## config.mk

```make
export PLATFORM = sky130hd
export DESIGN_NAME = step_dir_pulse_generator
export DESIGN_NICKNAME = d
export VERILOG_FILES = /design/src/rtl/sdpg_pkg.sv /design/src/rtl/step_dir_pulse_generator.sv
export VERILOG_INCLUDE_DIRS = /design/src /design/src/rtl
export SDC_FILE = /design/constraint.sdc
export NUM_CORES = 2
export LEC_CHECK = 0
export ABC_AREA = 0
export BUFFER_PORTS_ARGS = -buffer_cell sky130_fd_sc_hd__buf_2
export CORE_MARGIN = 2
export CORE_UTILIZATION = 50
export DETAILED_ROUTE_END_ITERATION = 6
export HOLD_SLACK_MARGIN = 0.12
export PLACE_DENSITY_LB_ADDON = 0.2
export SLEW_MARGIN = 5
export SYNTH_ARGS = -nofsm -noshare
export SYNTH_HDL_FRONTEND = slang
export SYNTH_SLANG_ARGS = --single-unit
```

## constraint.sdc

```tcl
create_clock -name clk_i -period 13.5 [get_ports clk_i]
set_input_delay 1.35 -clock clk_i [delete_from_list [all_inputs] [get_ports clk_i]]
set_output_delay 1.35 -clock clk_i [all_outputs]
set_load 0.1 [all_outputs]
```

## src/rtl/assert_macros.svh

```systemverilog
// Assertion macros used by the pulse generator RTL.
`ifndef ASSERT_MACROS_SVH
`define ASSERT_MACROS_SVH

// Concurrent property on clk_i, off while rst_ni is low.
`define ASSERT_ON_CLK(lbl, prop, msg) \
  lbl: assert property (@(posedge clk_i) disable iff (!rst_ni) (prop)) else $error(msg);

// Same-cycle implication on clk_i.
`define ASSERT_IMPLIES(lbl, ante, cons, msg) \
  lbl: assert property (@(posedge clk_i) disable iff (!rst_ni) (ante) |-> (cons)) else $error(msg);

`endif

```

## src/rtl/sdpg_pkg.sv

```systemverilog
// Types and constants of the step/direction pulse generator.
package sdpg_pkg;

  localparam int ELAPSED_W       = 32;
  localparam int HP_W            = 32;
  localparam int CMP_W           = (ELAPSED_W > HP_W) ? ELAPSED_W : HP_W;
  localparam int PHASE_FRAC_BITS = 16;
  localparam int PHASE_W         = PHASE_FRAC_BITS + 1;
  localparam int VEC_W           = 32;
  localparam int TOTAL_W         = 40;
  localparam int SUM_W           = TOTAL_W + 3;
  localparam int PM_W            = 32;
  localparam int PROD_W          = PHASE_W + TOTAL_W;
  localparam int R_W             = PROD_W - (PHASE_FRAC_BITS + 8);
  localparam int DIFF_W          = PM_W + 1;
  localparam int COUNT_W         = 24;
  localparam int KIND_W          = 3;
  localparam int SIGN_W          = 2;
  localparam int CFG_IDX_W       = 1;
  localparam int CFG_DATA_W      = 32;

  localparam logic [HP_W-1:0]          HP_RESET    = HP_W'(1000);
  localparam logic signed [TOTAL_W-1:0] TOTAL_MAX  = {1'b0, {(TOTAL_W-1){1'b1}}};
  localparam logic signed [TOTAL_W-1:0] TOTAL_MIN  = {1'b1, {(TOTAL_W-1){1'b0}}};
  localparam logic [R_W-1:0]           TARGET_POS_MAX = R_W'({1'b0, {(PM_W-1){1'b1}}});
  localparam logic [R_W-1:0]           TARGET_NEG_MAX = R_W'({1'b1, {(PM_W-1){1'b0}}});
  localparam logic [PROD_W-1:0]        ROUND_HALF = PROD_W'(1) << (PHASE_FRAC_BITS + 7);
  localparam logic [COUNT_W-1:0]       COUNT_MAX  = {COUNT_W{1'b1}};

  localparam logic signed [SIGN_W-1:0] SIGN_ZERO = 2'sb00;
  localparam logic signed [SIGN_W-1:0] SIGN_POS  = 2'sb01;
  localparam logic signed [SIGN_W-1:0] SIGN_NEG  = 2'sb11;

  typedef enum logic [KIND_W-1:0] {
    KIND_TICK  = 3'd0,
    KIND_START = 3'd1,
    KIND_STOP  = 3'd2,
    KIND_MOVE  = 3'd3,
    KIND_DRIVE = 3'd4
  } kind_e;

  typedef enum logic [CFG_IDX_W-1:0] {
    CFG_HALF_PERIOD = 1'b0,
    CFG_ROT_SIGN    = 1'b1
  } cfg_idx_e;

endpackage

```

## src/rtl/step_dir_pulse_generator.sv

```systemverilog
// Step/direction pulse generator: velocity mode and move mode, one result per request.
// Takes one request per clock while not stalled and returns its result from the result register: a
// request is held in the input register, then all of its work (tick count and compare,
// move total update, or the 17 x 40 bit phase multiply with rounding and toggle count)
// runs in one combinational pass into the result register. The combinational drive-phase
// multiply sets the clock period; throughput is one request per cycle while the output is
// not stalled. Configuration writes land at once and are meant for an idle block.
`include "assert_macros.svh"

module step_dir_pulse_generator (
  input  logic                                 clk_i,
  input  logic                                 rst_ni,
  input  logic                                 cfg_we_i,
  input  logic [sdpg_pkg::CFG_IDX_W-1:0]       cfg_idx_i,
  input  logic [sdpg_pkg::CFG_DATA_W-1:0]      cfg_data_i,
  input  logic                                 in_valid_i,
  output logic                                 in_stall_o,
  input  logic [sdpg_pkg::KIND_W-1:0]          kind_i,
  input  logic signed [sdpg_pkg::VEC_W-1:0]    move_vector_i,
  input  logic [sdpg_pkg::PHASE_W-1:0]         phase_i,
  output logic                                 out_valid_o,
  input  logic                                 out_stall_i,
  output logic                                 step_level_o,
  output logic                                 direction_o,
  output logic [sdpg_pkg::COUNT_W-1:0]         toggle_count_o,
  output logic signed [sdpg_pkg::SIGN_W-1:0]   step_delta_o
);
  import sdpg_pkg::*;

  logic                       in_valid_q, in_valid_d;
  logic [KIND_W-1:0]          kind_q;
  logic signed [VEC_W-1:0]    vec_q;
  logic [PHASE_W-1:0]         phase_q;

  logic                       out_valid_q, out_valid_d;
  logic [COUNT_W-1:0]         cnt_q, cnt_d;
  logic signed [SIGN_W-1:0]   delta_q, delta_d;

  logic [HP_W-1:0]            hp_q, hp_d;
  logic signed [SIGN_W-1:0]   sign_q, sign_d;
  logic                       rotating_q, rotating_d;
  logic [ELAPSED_W-1:0]       elapsed_q, elapsed_d;
  logic                       step_q, step_d;
  logic                       dir_q, dir_d;
  logic signed [TOTAL_W-1:0]  total_q, total_d;
  logic [TOTAL_W-1:0]         mag_q, mag_d;
  logic                       neg_q, neg_d;
  logic signed [PM_W-1:0]     pulses_q, pulses_d;

  logic                       adv;
  logic [ELAPSED_W-1:0]       elapsed_inc, elapsed_sub;
  logic                       tick_hit;
  logic signed [SUM_W-1:0]    move_sum;
  logic signed [TOTAL_W-1:0]  move_new;
  logic [PROD_W-1:0]          prod;
  logic [R_W-1:0]             rnd;
  logic signed [PM_W-1:0]     target;
  logic signed [DIFF_W-1:0]   diff;
  logic [DIFF_W-1:0]          amt;
  logic                       amt_big;
  logic signed [SIGN_W-1:0]   cfg_sign;

  assign adv        = in_valid_q && (!out_valid_q || !out_stall_i);
  assign in_stall_o = in_valid_q && !adv;

  // velocity tick
  assign elapsed_inc = elapsed_q + ELAPSED_W'(1);
  assign tick_hit    = CMP_W'(elapsed_inc) >= CMP_W'(hp_q);
  assign elapsed_sub = ELAPSED_W'(CMP_W'(elapsed_inc) - CMP_W'(hp_q));

  // begin move: 2*vector plus owed half-pulses, clamped to the total range
  assign move_sum = SUM_W'(total_q) - (SUM_W'(pulses_q) <<< 8) + (SUM_W'(vec_q) <<< 1);
  always_comb begin
    if (move_sum > SUM_W'(TOTAL_MAX)) begin
      move_new = TOTAL_MAX;
    end else if (move_sum < SUM_W'(TOTAL_MIN)) begin
      move_new = TOTAL_MIN;
    end else begin
      move_new = TOTAL_W'(move_sum);
    end
  end

  // drive phase: round |phase * total| away from zero
  assign prod = (PROD_W'(phase_q) * PROD_W'(mag_q)) + ROUND_HALF;
  assign rnd  = prod[PROD_W-1 -: R_W];
  always_comb begin
    if (neg_q) begin
      target = (rnd > TARGET_NEG_MAX) ? {1'b1, {(PM_W-1){1'b0}}} : PM_W'(-rnd);
    end else begin
      target = (rnd > TARGET_POS_MAX) ? {1'b0, {(PM_W-1){1'b1}}} : PM_W'(rnd);
    end
  end
  assign diff    = DIFF_W'(target) - DIFF_W'(pulses_q);
  assign amt     = diff[DIFF_W-1] ? DIFF_W'(-diff) : DIFF_W'(diff);
  assign amt_big = amt > DIFF_W'(COUNT_MAX);

  always_comb begin
    unique case (cfg_data_i[SIGN_W-1:0])
      2'b00:   cfg_sign = SIGN_ZERO;
      2'b01:   cfg_sign = SIGN_POS;
      default: cfg_sign = SIGN_NEG;
    endcase
  end

  always_comb begin
    in_valid_d  = in_valid_q;
    out_valid_d = out_valid_q;
    cnt_d       = cnt_q;
    delta_d     = delta_q;
    hp_d        = hp_q;
    sign_d      = sign_q;
    rotating_d  = rotating_q;
    elapsed_d   = elapsed_q;
    step_d      = step_q;
    dir_d       = dir_q;
    total_d     = total_q;
    mag_d       = mag_q;
    neg_d       = neg_q;
    pulses_d    = pulses_q;

    if (out_valid_q && !out_stall_i) begin
      out_valid_d = 1'b0;
    end
    if (adv) begin
      in_valid_d = 1'b0;
    end
    if (in_valid_i && !in_stall_o) begin
      in_valid_d = 1'b1;
    end

    if (adv) begin
      out_valid_d = 1'b1;
      cnt_d       = '0;
      delta_d     = SIGN_ZERO;
      unique case (kind_q)
        KIND_TICK: begin
          if (rotating_q) begin
            if (tick_hit) begin
              elapsed_d = elapsed_sub;
              step_d    = ~step_q;
              cnt_d     = COUNT_W'(1);
              delta_d   = step_q ? SIGN_ZERO : sign_q;
            end else begin
              elapsed_d = elapsed_inc;
            end
          end
        end
        KIND_START: begin
          rotating_d = 1'b1;
          elapsed_d  = '0;
          dir_d      = sign_q[SIGN_W-1];
        end
        KIND_STOP: begin
          rotating_d = 1'b0;
        end
        KIND_MOVE: begin
          total_d  = move_new;
          neg_d    = move_new[TOTAL_W-1];
          mag_d    = move_new[TOTAL_W-1] ? TOTAL_W'(-move_new) : TOTAL_W'(move_new);
          pulses_d = '0;
        end
        KIND_DRIVE: begin
          pulses_d = target;
          if (diff != '0) begin
            dir_d  = diff[DIFF_W-1];
            step_d = step_q ^ amt[0];
            cnt_d  = amt_big ? COUNT_MAX : amt[COUNT_W-1:0];
          end
        end
        default: begin
        end
      endcase
    end

    if (cfg_we_i) begin
      unique case (cfg_idx_i)
        CFG_HALF_PERIOD: hp_d = cfg_data_i[HP_W-1:0];
        CFG_ROT_SIGN: begin
          sign_d = cfg_sign;
          dir_d  = cfg_sign[SIGN_W-1];
        end
        default: begin
        end
      endcase
    end
  end

  always_ff @(posedge clk_i or negedge rst_ni) begin
    if (!rst_ni) begin
      in_valid_q  <= 1'b0;
      out_valid_q <= 1'b0;
      hp_q        <= HP_RESET;
      sign_q      <= SIGN_ZERO;
      rotating_q  <= 1'b0;
      elapsed_q   <= '0;
      step_q      <= 1'b0;
      dir_q       <= 1'b0;
      total_q     <= '0;
      mag_q       <= '0;
      neg_q       <= 1'b0;
      pulses_q    <= '0;
    end else begin
      in_valid_q  <= in_valid_d;
      out_valid_q <= out_valid_d;
      hp_q        <= hp_d;
      sign_q      <= sign_d;
      rotating_q  <= rotating_d;
      elapsed_q   <= elapsed_d;
      step_q      <= step_d;
      dir_q       <= dir_d;
      total_q     <= total_d;
      mag_q       <= mag_d;
      neg_q       <= neg_d;
      pulses_q    <= pulses_d;
    end
  end

  always_ff @(posedge clk_i) begin
    if (in_valid_i && !in_stall_o) begin
      kind_q  <= kind_i;
      vec_q   <= move_vector_i;
      phase_q <= phase_i;
    end
    cnt_q   <= cnt_d;
    delta_q <= delta_d;
  end

  assign out_valid_o    = out_valid_q;
  assign step_level_o   = step_q;
  assign direction_o    = dir_q;
  assign toggle_count_o = cnt_q;
  assign step_delta_o   = delta_q;

  `ASSERT_ON_CLK(a_toggle_parity, adv && !(kind_q == KIND_DRIVE && amt_big) |-> ((step_d ^ step_q) == cnt_d[0]), "step level change disagrees with toggle count parity")
  `ASSERT_IMPLIES(a_delta_rising, out_valid_o && step_delta_o != SIGN_ZERO, toggle_count_o == COUNT_W'(1) && step_level_o, "step delta without a single rising toggle")
  `ASSERT_IMPLIES(a_stall_full, in_stall_o, in_valid_q && out_valid_q && out_stall_i, "input stalled while the pipeline can move")

endmodule
```

Word level (Yosys, flattened, before mapping)

Index checks and enable logic that the tools add are counted.

Register bits: 262
Latch bits: 0
RAM bits: 0
ROM bits: 0
Output and inout bits: 30
Logic and storage cells: 104
Memories kept: 0

Add/subtract/negate cells: 9
Multipliers: 1
Div/mod/pow operators: 0
Magnitude comparators: 6
Equality and inequality tests: 8
Shifts and indexed selects: 0
Muxes and demuxes: 31
Bitwise operators: 6
Reduce and logical (&&, ||, !) cells: 26

Operator list:

| cell                     | number |
|---|---|
| $mux W32                 | 5 |
| $pmux W32 S2             | 2 |
| $mux W40                 | 3 |
| $add A57 B24 Y57 const B | 1 |
| $mul A17 B40 Y57         | 1 |
| $mux W24                 | 2 |
| $pmux W24 S2             | 1 |
| $add A41 B33 Y42         | 1 |
| $gt A42 B40 Y1 const B   | 1 |
| $lt A42 B40 Y1 const B   | 1 |
| $sub A40 B40 Y41         | 1 |
| $neg A40 Y40             | 1 |
| $gt A33 B24 Y1 const B   | 1 |
| $gt A33 B31 Y1 const B   | 1 |
| $gt A33 B32 Y1 const B   | 1 |
| $mux W33                 | 1 |
| $neg A33 Y33             | 1 |
| $reduce_bool A33 Y1      | 1 |
| $sub A32 B32 Y33         | 1 |
| $add A32 B1 Y32 const B  | 1 |
| $ge A32 B32 Y1           | 1 |
| $neg A32 Y32             | 1 |
| $sub A32 B32 Y32         | 1 |
| $mux W1                  | 13 |
| 19 further kinds         | 43 |

Longest topological paths before layout

Word-level depth: 12
Depth in mapped cells: 50
Gate-level depth less buffers: 45

Worst setup path before layout

OpenSTA, ideal clock, no wires.

Path kind: register to register
From: reg mag_q[23]
To: reg cnt_q[10], in the netlist toggle_count_o[10], data pin
Setup time: 270 ps
Arrival time: 11,430 ps
Data required time: 13,230 ps
Path slack: 1,800 ps
Cell stages (with the launch flop): 47
Buffers on the path: 7
Clock period less this slack: 11,700 ps
Path through: dfrtp_1 > clkbuf_1 > clkbuf_1 > nand2_1 > fa_1 > inv_1 > fa_1 > inv_1 > fa_1 > inv_1 > fa_1 > fa_1 > inv_1 > fa_1 > inv_1 > ha_1 > clkbuf_1 > and4_1 > [... 11 more ...] > buf_1 > o22ai_1 > ha_1 > nor2b_1 > o21a_1 > o21a_1 > o31ai_1 > mux2i_1 > nand4bb_1 > nor4b_1 > and2_1 > clkbuf_1 > nand3b_1 > nor3b_1 > a221oi_1 > nor4_2 > buf_4 > a21oi_1

Longest elaborated chain between the ends: 12

Ends and longest elaborated chain:

| element                              | RTL line                                                       | RTL |
|---|---|---|
| start: declaration                   | step_dir_pulse_generator.sv:46                                 | `logic [TOTAL_W-1:0] mag_q, mag_d;` |
| start signal: assignment             | step_dir_pulse_generator.sv:212                                | `mag_q <= mag_d;` |
| $mul A17 B40 Y57 *                   | step_dir_pulse_generator.sv:84                                 | `assign prod = (PROD_W'(phase_q) * PROD_W'(mag_q)) + ROUND_HALF;` |
| $add A57 B24 Y57 *                   | step_dir_pulse_generator.sv:84                                 |  |
| $neg A32 Y32 (tied with other cells) | step_dir_pulse_generator.sv:88                                 | `target = (rnd > TARGET_NEG_MAX) ? {1'b1, {(PM_W-1){1'b0}}} : PM_W'(-rnd);` |
| $mux W32, on equally long branches   | step_dir_pulse_generator.sv:88, step_dir_pulse_generator.sv:90 |  |
| $mux W32 *                           | step_dir_pulse_generator.sv:87                                 | `if (neg_q) begin` |
| $sub A32 B32 Y33 *                   | step_dir_pulse_generator.sv:93                                 | `assign diff = DIFF_W'(target) - DIFF_W'(pulses_q);` |
| $neg A33 Y33                         | step_dir_pulse_generator.sv:94                                 | `assign amt = diff[DIFF_W-1] ? DIFF_W'(-diff) : DIFF_W'(diff);` |
| $mux W33                             | step_dir_pulse_generator.sv:94                                 |  |
| $gt A33 B24 Y1                       | step_dir_pulse_generator.sv:95                                 | `assign amt_big = amt > DIFF_W'(COUNT_MAX);` |
| $mux W24                             | step_dir_pulse_generator.sv:167                                | `cnt_d = amt_big ? COUNT_MAX : amt[COUNT_W-1:0];` |
| $mux W24 *                           | step_dir_pulse_generator.sv:164                                | `if (diff != '0) begin` |
| $pmux W24 S2 *                       | step_dir_pulse_generator.sv:135                                | `unique case (kind_q)` |
| end signal: assignment               | step_dir_pulse_generator.sv:224                                | `cnt_q <= cnt_d;` |
| end: declaration                     | step_dir_pulse_generator.sv:36                                 | `logic [COUNT_W-1:0] cnt_q, cnt_d;` |

Mark *: on every way between the ends. The rest lies on a longest branch, timed or not.
A chain may end at the register's enable or synchronous reset.

Worst setup path after layout

From: reg phase_q[15]
To: reg cnt_q[3], in the netlist toggle_count_o[3], data pin

Longest elaborated chain between the ends: 12

Ends and longest elaborated chain:

| element                              | RTL line                                                       | RTL |
|---|---|---|
| start: declaration                   | step_dir_pulse_generator.sv:33                                 | `logic [PHASE_W-1:0] phase_q;` |
| start signal: assignment             | step_dir_pulse_generator.sv:222                                | `phase_q <= phase_i;` |
| $mul A17 B40 Y57 *                   | step_dir_pulse_generator.sv:84                                 |  |
| $add A57 B24 Y57 *                   | step_dir_pulse_generator.sv:84                                 |  |
| $neg A32 Y32 (tied with other cells) | step_dir_pulse_generator.sv:88                                 |  |
| $mux W32, on equally long branches   | step_dir_pulse_generator.sv:88, step_dir_pulse_generator.sv:90 |  |
| $mux W32 *                           | step_dir_pulse_generator.sv:87                                 |  |
| $sub A32 B32 Y33 *                   | step_dir_pulse_generator.sv:93                                 |  |
| $neg A33 Y33                         | step_dir_pulse_generator.sv:94                                 |  |
| $mux W33                             | step_dir_pulse_generator.sv:94                                 |  |
| $gt A33 B24 Y1                       | step_dir_pulse_generator.sv:95                                 |  |
| $mux W24                             | step_dir_pulse_generator.sv:167                                |  |
| $mux W24 *                           | step_dir_pulse_generator.sv:164                                |  |
| $pmux W24 S2 *                       | step_dir_pulse_generator.sv:135                                |  |

Marks and branches as above.

==> flow_summary.yaml <==
critical_path:
  reg2reg_depth: 41
  worstSetupEndpointType: "flip-flop"
  rrSetupSlack_ps: 510
  crit_path_max_fanout: 40
  slowest_delay_ps: 630
  setup.worst_path.start_class: "flip-flop"
  worstPathRequired_ps: 13910
  timing.rr.end: "toggle_count_o[3]$_DFFE_PP_"
  crit_family: "adder cells"
  worst-path-buf-inv: 6
  rr_startpoint: "phase_q[15]$_DFFE_PP_"
  worstSetupPathType: "reg2reg"
  cpMostUsedCell: "fa_1"
  cp.arrival_ps: 13390
  cp_slowest_cell: "or4_4"
route:
  first_pass_iters: 6
  postRouteAntennaNets: 0
  vias: 36263
  vias_per_cell: 5.594
  drcViolationCount: 0
  wirelength_um: 127000
  detail_route.wl_per_cell_um: 19.60
  first_iter_violations: 2506
yosys:
  yosys_warnings: 0
  synth.distinct_cells: 95
  synthFlopType: "dfrtp_1"
  syn_avg_cell_area_um2: 8.268
  synthArstFlopShare_pct: 70.00
  syn_area_um2: 43670
  syn-num-nets: 6254
  synth-seq-area-share_pct: 15.81
  synth-edff-count: 78
  ys_ff_latch: 260
  synthCells: 5282
min_path:
  min_from: "total_q[14]$_DFFE_PN0P_"
  min_delay_worst_endpoint: "total_q[14]$_DFFE_PN0P_"
  hold_path_class: "reg2reg"
  hold_path_depth: 1
sta:
  finalHoldViolCount: 0
  timing.final.ws_setup_ps: 511.0
  max_freq_mhz: 76.99
  slew_viol_final: 0
  worst_pin_slew_ps: 1160
  fin_crit_sh_pct: 96.21
  setup_tns_ps: 0
  finalSetupViolCount: 0
  relSlewSlack_pct: 22.39
  layout_min_cycle_time_ps: 12990
  finClkSkew_ps: 40.99
grt:
  grt_usage_pct: 28.94
  gr-total-overflow: 0
  antenna_found_initial: 1
  grt_max_degree: 82
  grt_pass1_vias: 36454
  grt_pass1_wl_um: 205200
layout:
  layout_common_cells: "inv_1 (957), nand2_1 (770), fa_1 (603)"
  syn_to_final_growth_pct: 7.874
  regArea_um2: 6935
  antenna_cells: 0
  multi_input_area_um2: 32340
  fill_cells: 8120
  drive_gt1_share_pct: 7.526
  layout_commonest_cell: "inv_1"
  nets: 6273
place:
  dp_slack_ps: 177.9
  numPortBuffers: 119
  place_congestion: 0.9376
  dp_hpwl_um: 102300
floorplanning:
  start_util_pct: 50.42
  core_area_um2: 86620
  io_pins: 120
  row_count: 108
  die_area_um2: 89720
  dieHeight_um: 299.5
  die_w_um: 299.5
clock_tree:
  cts_tree: "built"
  path_clk_slew_ps: 60
  clock_latency_ps: 590
  cts.sinks: 260
  cts_max_level: 2
  cts_root_buffer: "clkbuf_16"
  clockBufferDepth: 3
  cts_buffers: 35
flow_run:
  cap_violations: 0
run_status:
  status: "finished clean"
kinds of logic after synthesis:
group                      share of synthesized area (%)
buffers and inverters                              10.51
and+or+nand+nor                                    18.68
AOI/OAI and AO/OA                                  14.63
xor gates and xnor gates                           3.610
muxes                                              1.129
adders and majority gates                          35.64
DFF                                                15.81
flip-flops by register name, indices dropped and copies added, names as in the netlist, 2 cells and up:
name / cells
total_q: 40
phase_q: 17
hp_q: 32
kind_q: 3
step_delta_o: 2
vec_q: 32
mag_q: 39
elapsed_q: 32
pulses_q: 32
sign_q: 2
toggle_count_o: 24
worst max path at each step:
stage          slack (ps)                            to  cells past startpoint                   from
2_1_floorplan        1800  toggle_count_o[10]$_DFFE_PP_                     46  mag_q[23]$_DFFE_PN0P_
6_report              510   toggle_count_o[3]$_DFFE_PP_                     41  phase_q[15]$_DFFE_PP_
5_1_grt               -20   toggle_count_o[6]$_DFFE_PP_                     44  phase_q[10]$_DFFE_PP_
3_5_place_dp          180   toggle_count_o[3]$_DFFE_PP_                     42   phase_q[8]$_DFFE_PP_
4_1_cts                70   toggle_count_o[3]$_DFFE_PP_                     42   phase_q[8]$_DFFE_PP_
3_3_place_gp          290  toggle_count_o[22]$_DFFE_PP_                     42   phase_q[8]$_DFFE_PP_
synth_stat cells (28+ instances only):
cell | n | area (µm²)
edfxtp_1 | 78 | 2342
clkbuf_1 | 241 | 904.6
o211ai_1 | 33 | 247.7
xnor2_1 | 104 | 910.9
a21o_1 | 96 | 720.7
ha_1 | 279 | 3491
and2_1 | 294 | 1839
nor3_1 | 76 | 380.4
nand3_1 | 76 | 380.4
o21a_1 | 34 | 255.2
fa_1 | 603 | 12070
inv_1 | 957 | 3592
dfrtp_1 | 176 | 4404
a31oi_1 | 28 | 175.2
xor2_1 | 76 | 665.6
nand4_1 | 36 | 225.2
a21oi_1 | 257 | 1286
and3_1 | 49 | 306.5
nor2_1 | 210 | 788.3
a211oi_1 | 33 | 247.7
o21ai_0 | 271 | 1356
mux2i_1 | 29 | 290.3
or3_1 | 29 | 181.4
nand2_1 | 771 | 2894
routing by layer:
| layer | global-route usage, % | wire (µm) | vias to the layer above |
|---|---|---|---|
| li1 | - | - | 17076 |
| met1 | 41.76 | 57680 | 17866 |
| met2 | 44.61 | 56510 | 1149 |
| met3 | 5.153 | 9118 | 172 |
| met4 | 8.440 | 3739 | 0 |
| met5 | 0 | 0 | - |
what timing repair did:
item	in CTS	in global routing
setup buffers	0	18
endpoints found under the hold margin	0	0
hold buffers	0	0
setup endpoints to repair	0	26
resized for setup	0	49
final cells by class:
| type | instances | share of cell area [%] |
|---|---|---|
| clock buffer | 48 | 2.117 |
| clock inverter | 16 | 0.2709 |
| inverter | 958 | 7.633 |
| multi-input combinational | 3805 | 68.66 |
| sequential | 260 | 14.72 |
| tap | 1155 | 3.068 |
| timing repair buffer | 241 | 3.530 |
metrics by stage:
| step | area [µm²] | hold slack [ps] | util (%) | cells |
|---|---|---|---|---|
| 6_report | 47110 | 479.0 | 54.39 | 6483 |
| 2_1_floorplan | 43670 | 441.8 | - | 5282 |
| 4_1_cts | 46730 | 481.2 | 53.95 | 6465 |
| 5_1_grt | 47110 | 503.8 | 54.39 | 6483 |
| 3_5_place_dp | 45600 | 468.8 | 52.65 | 6401 |
| 3_3_place_gp | 45600 | 460.6 | 52.65 | 6401 |
Power is not shown: default switching activity piles up to over one toggle a cycle in this logic, so the estimate is an artifact.
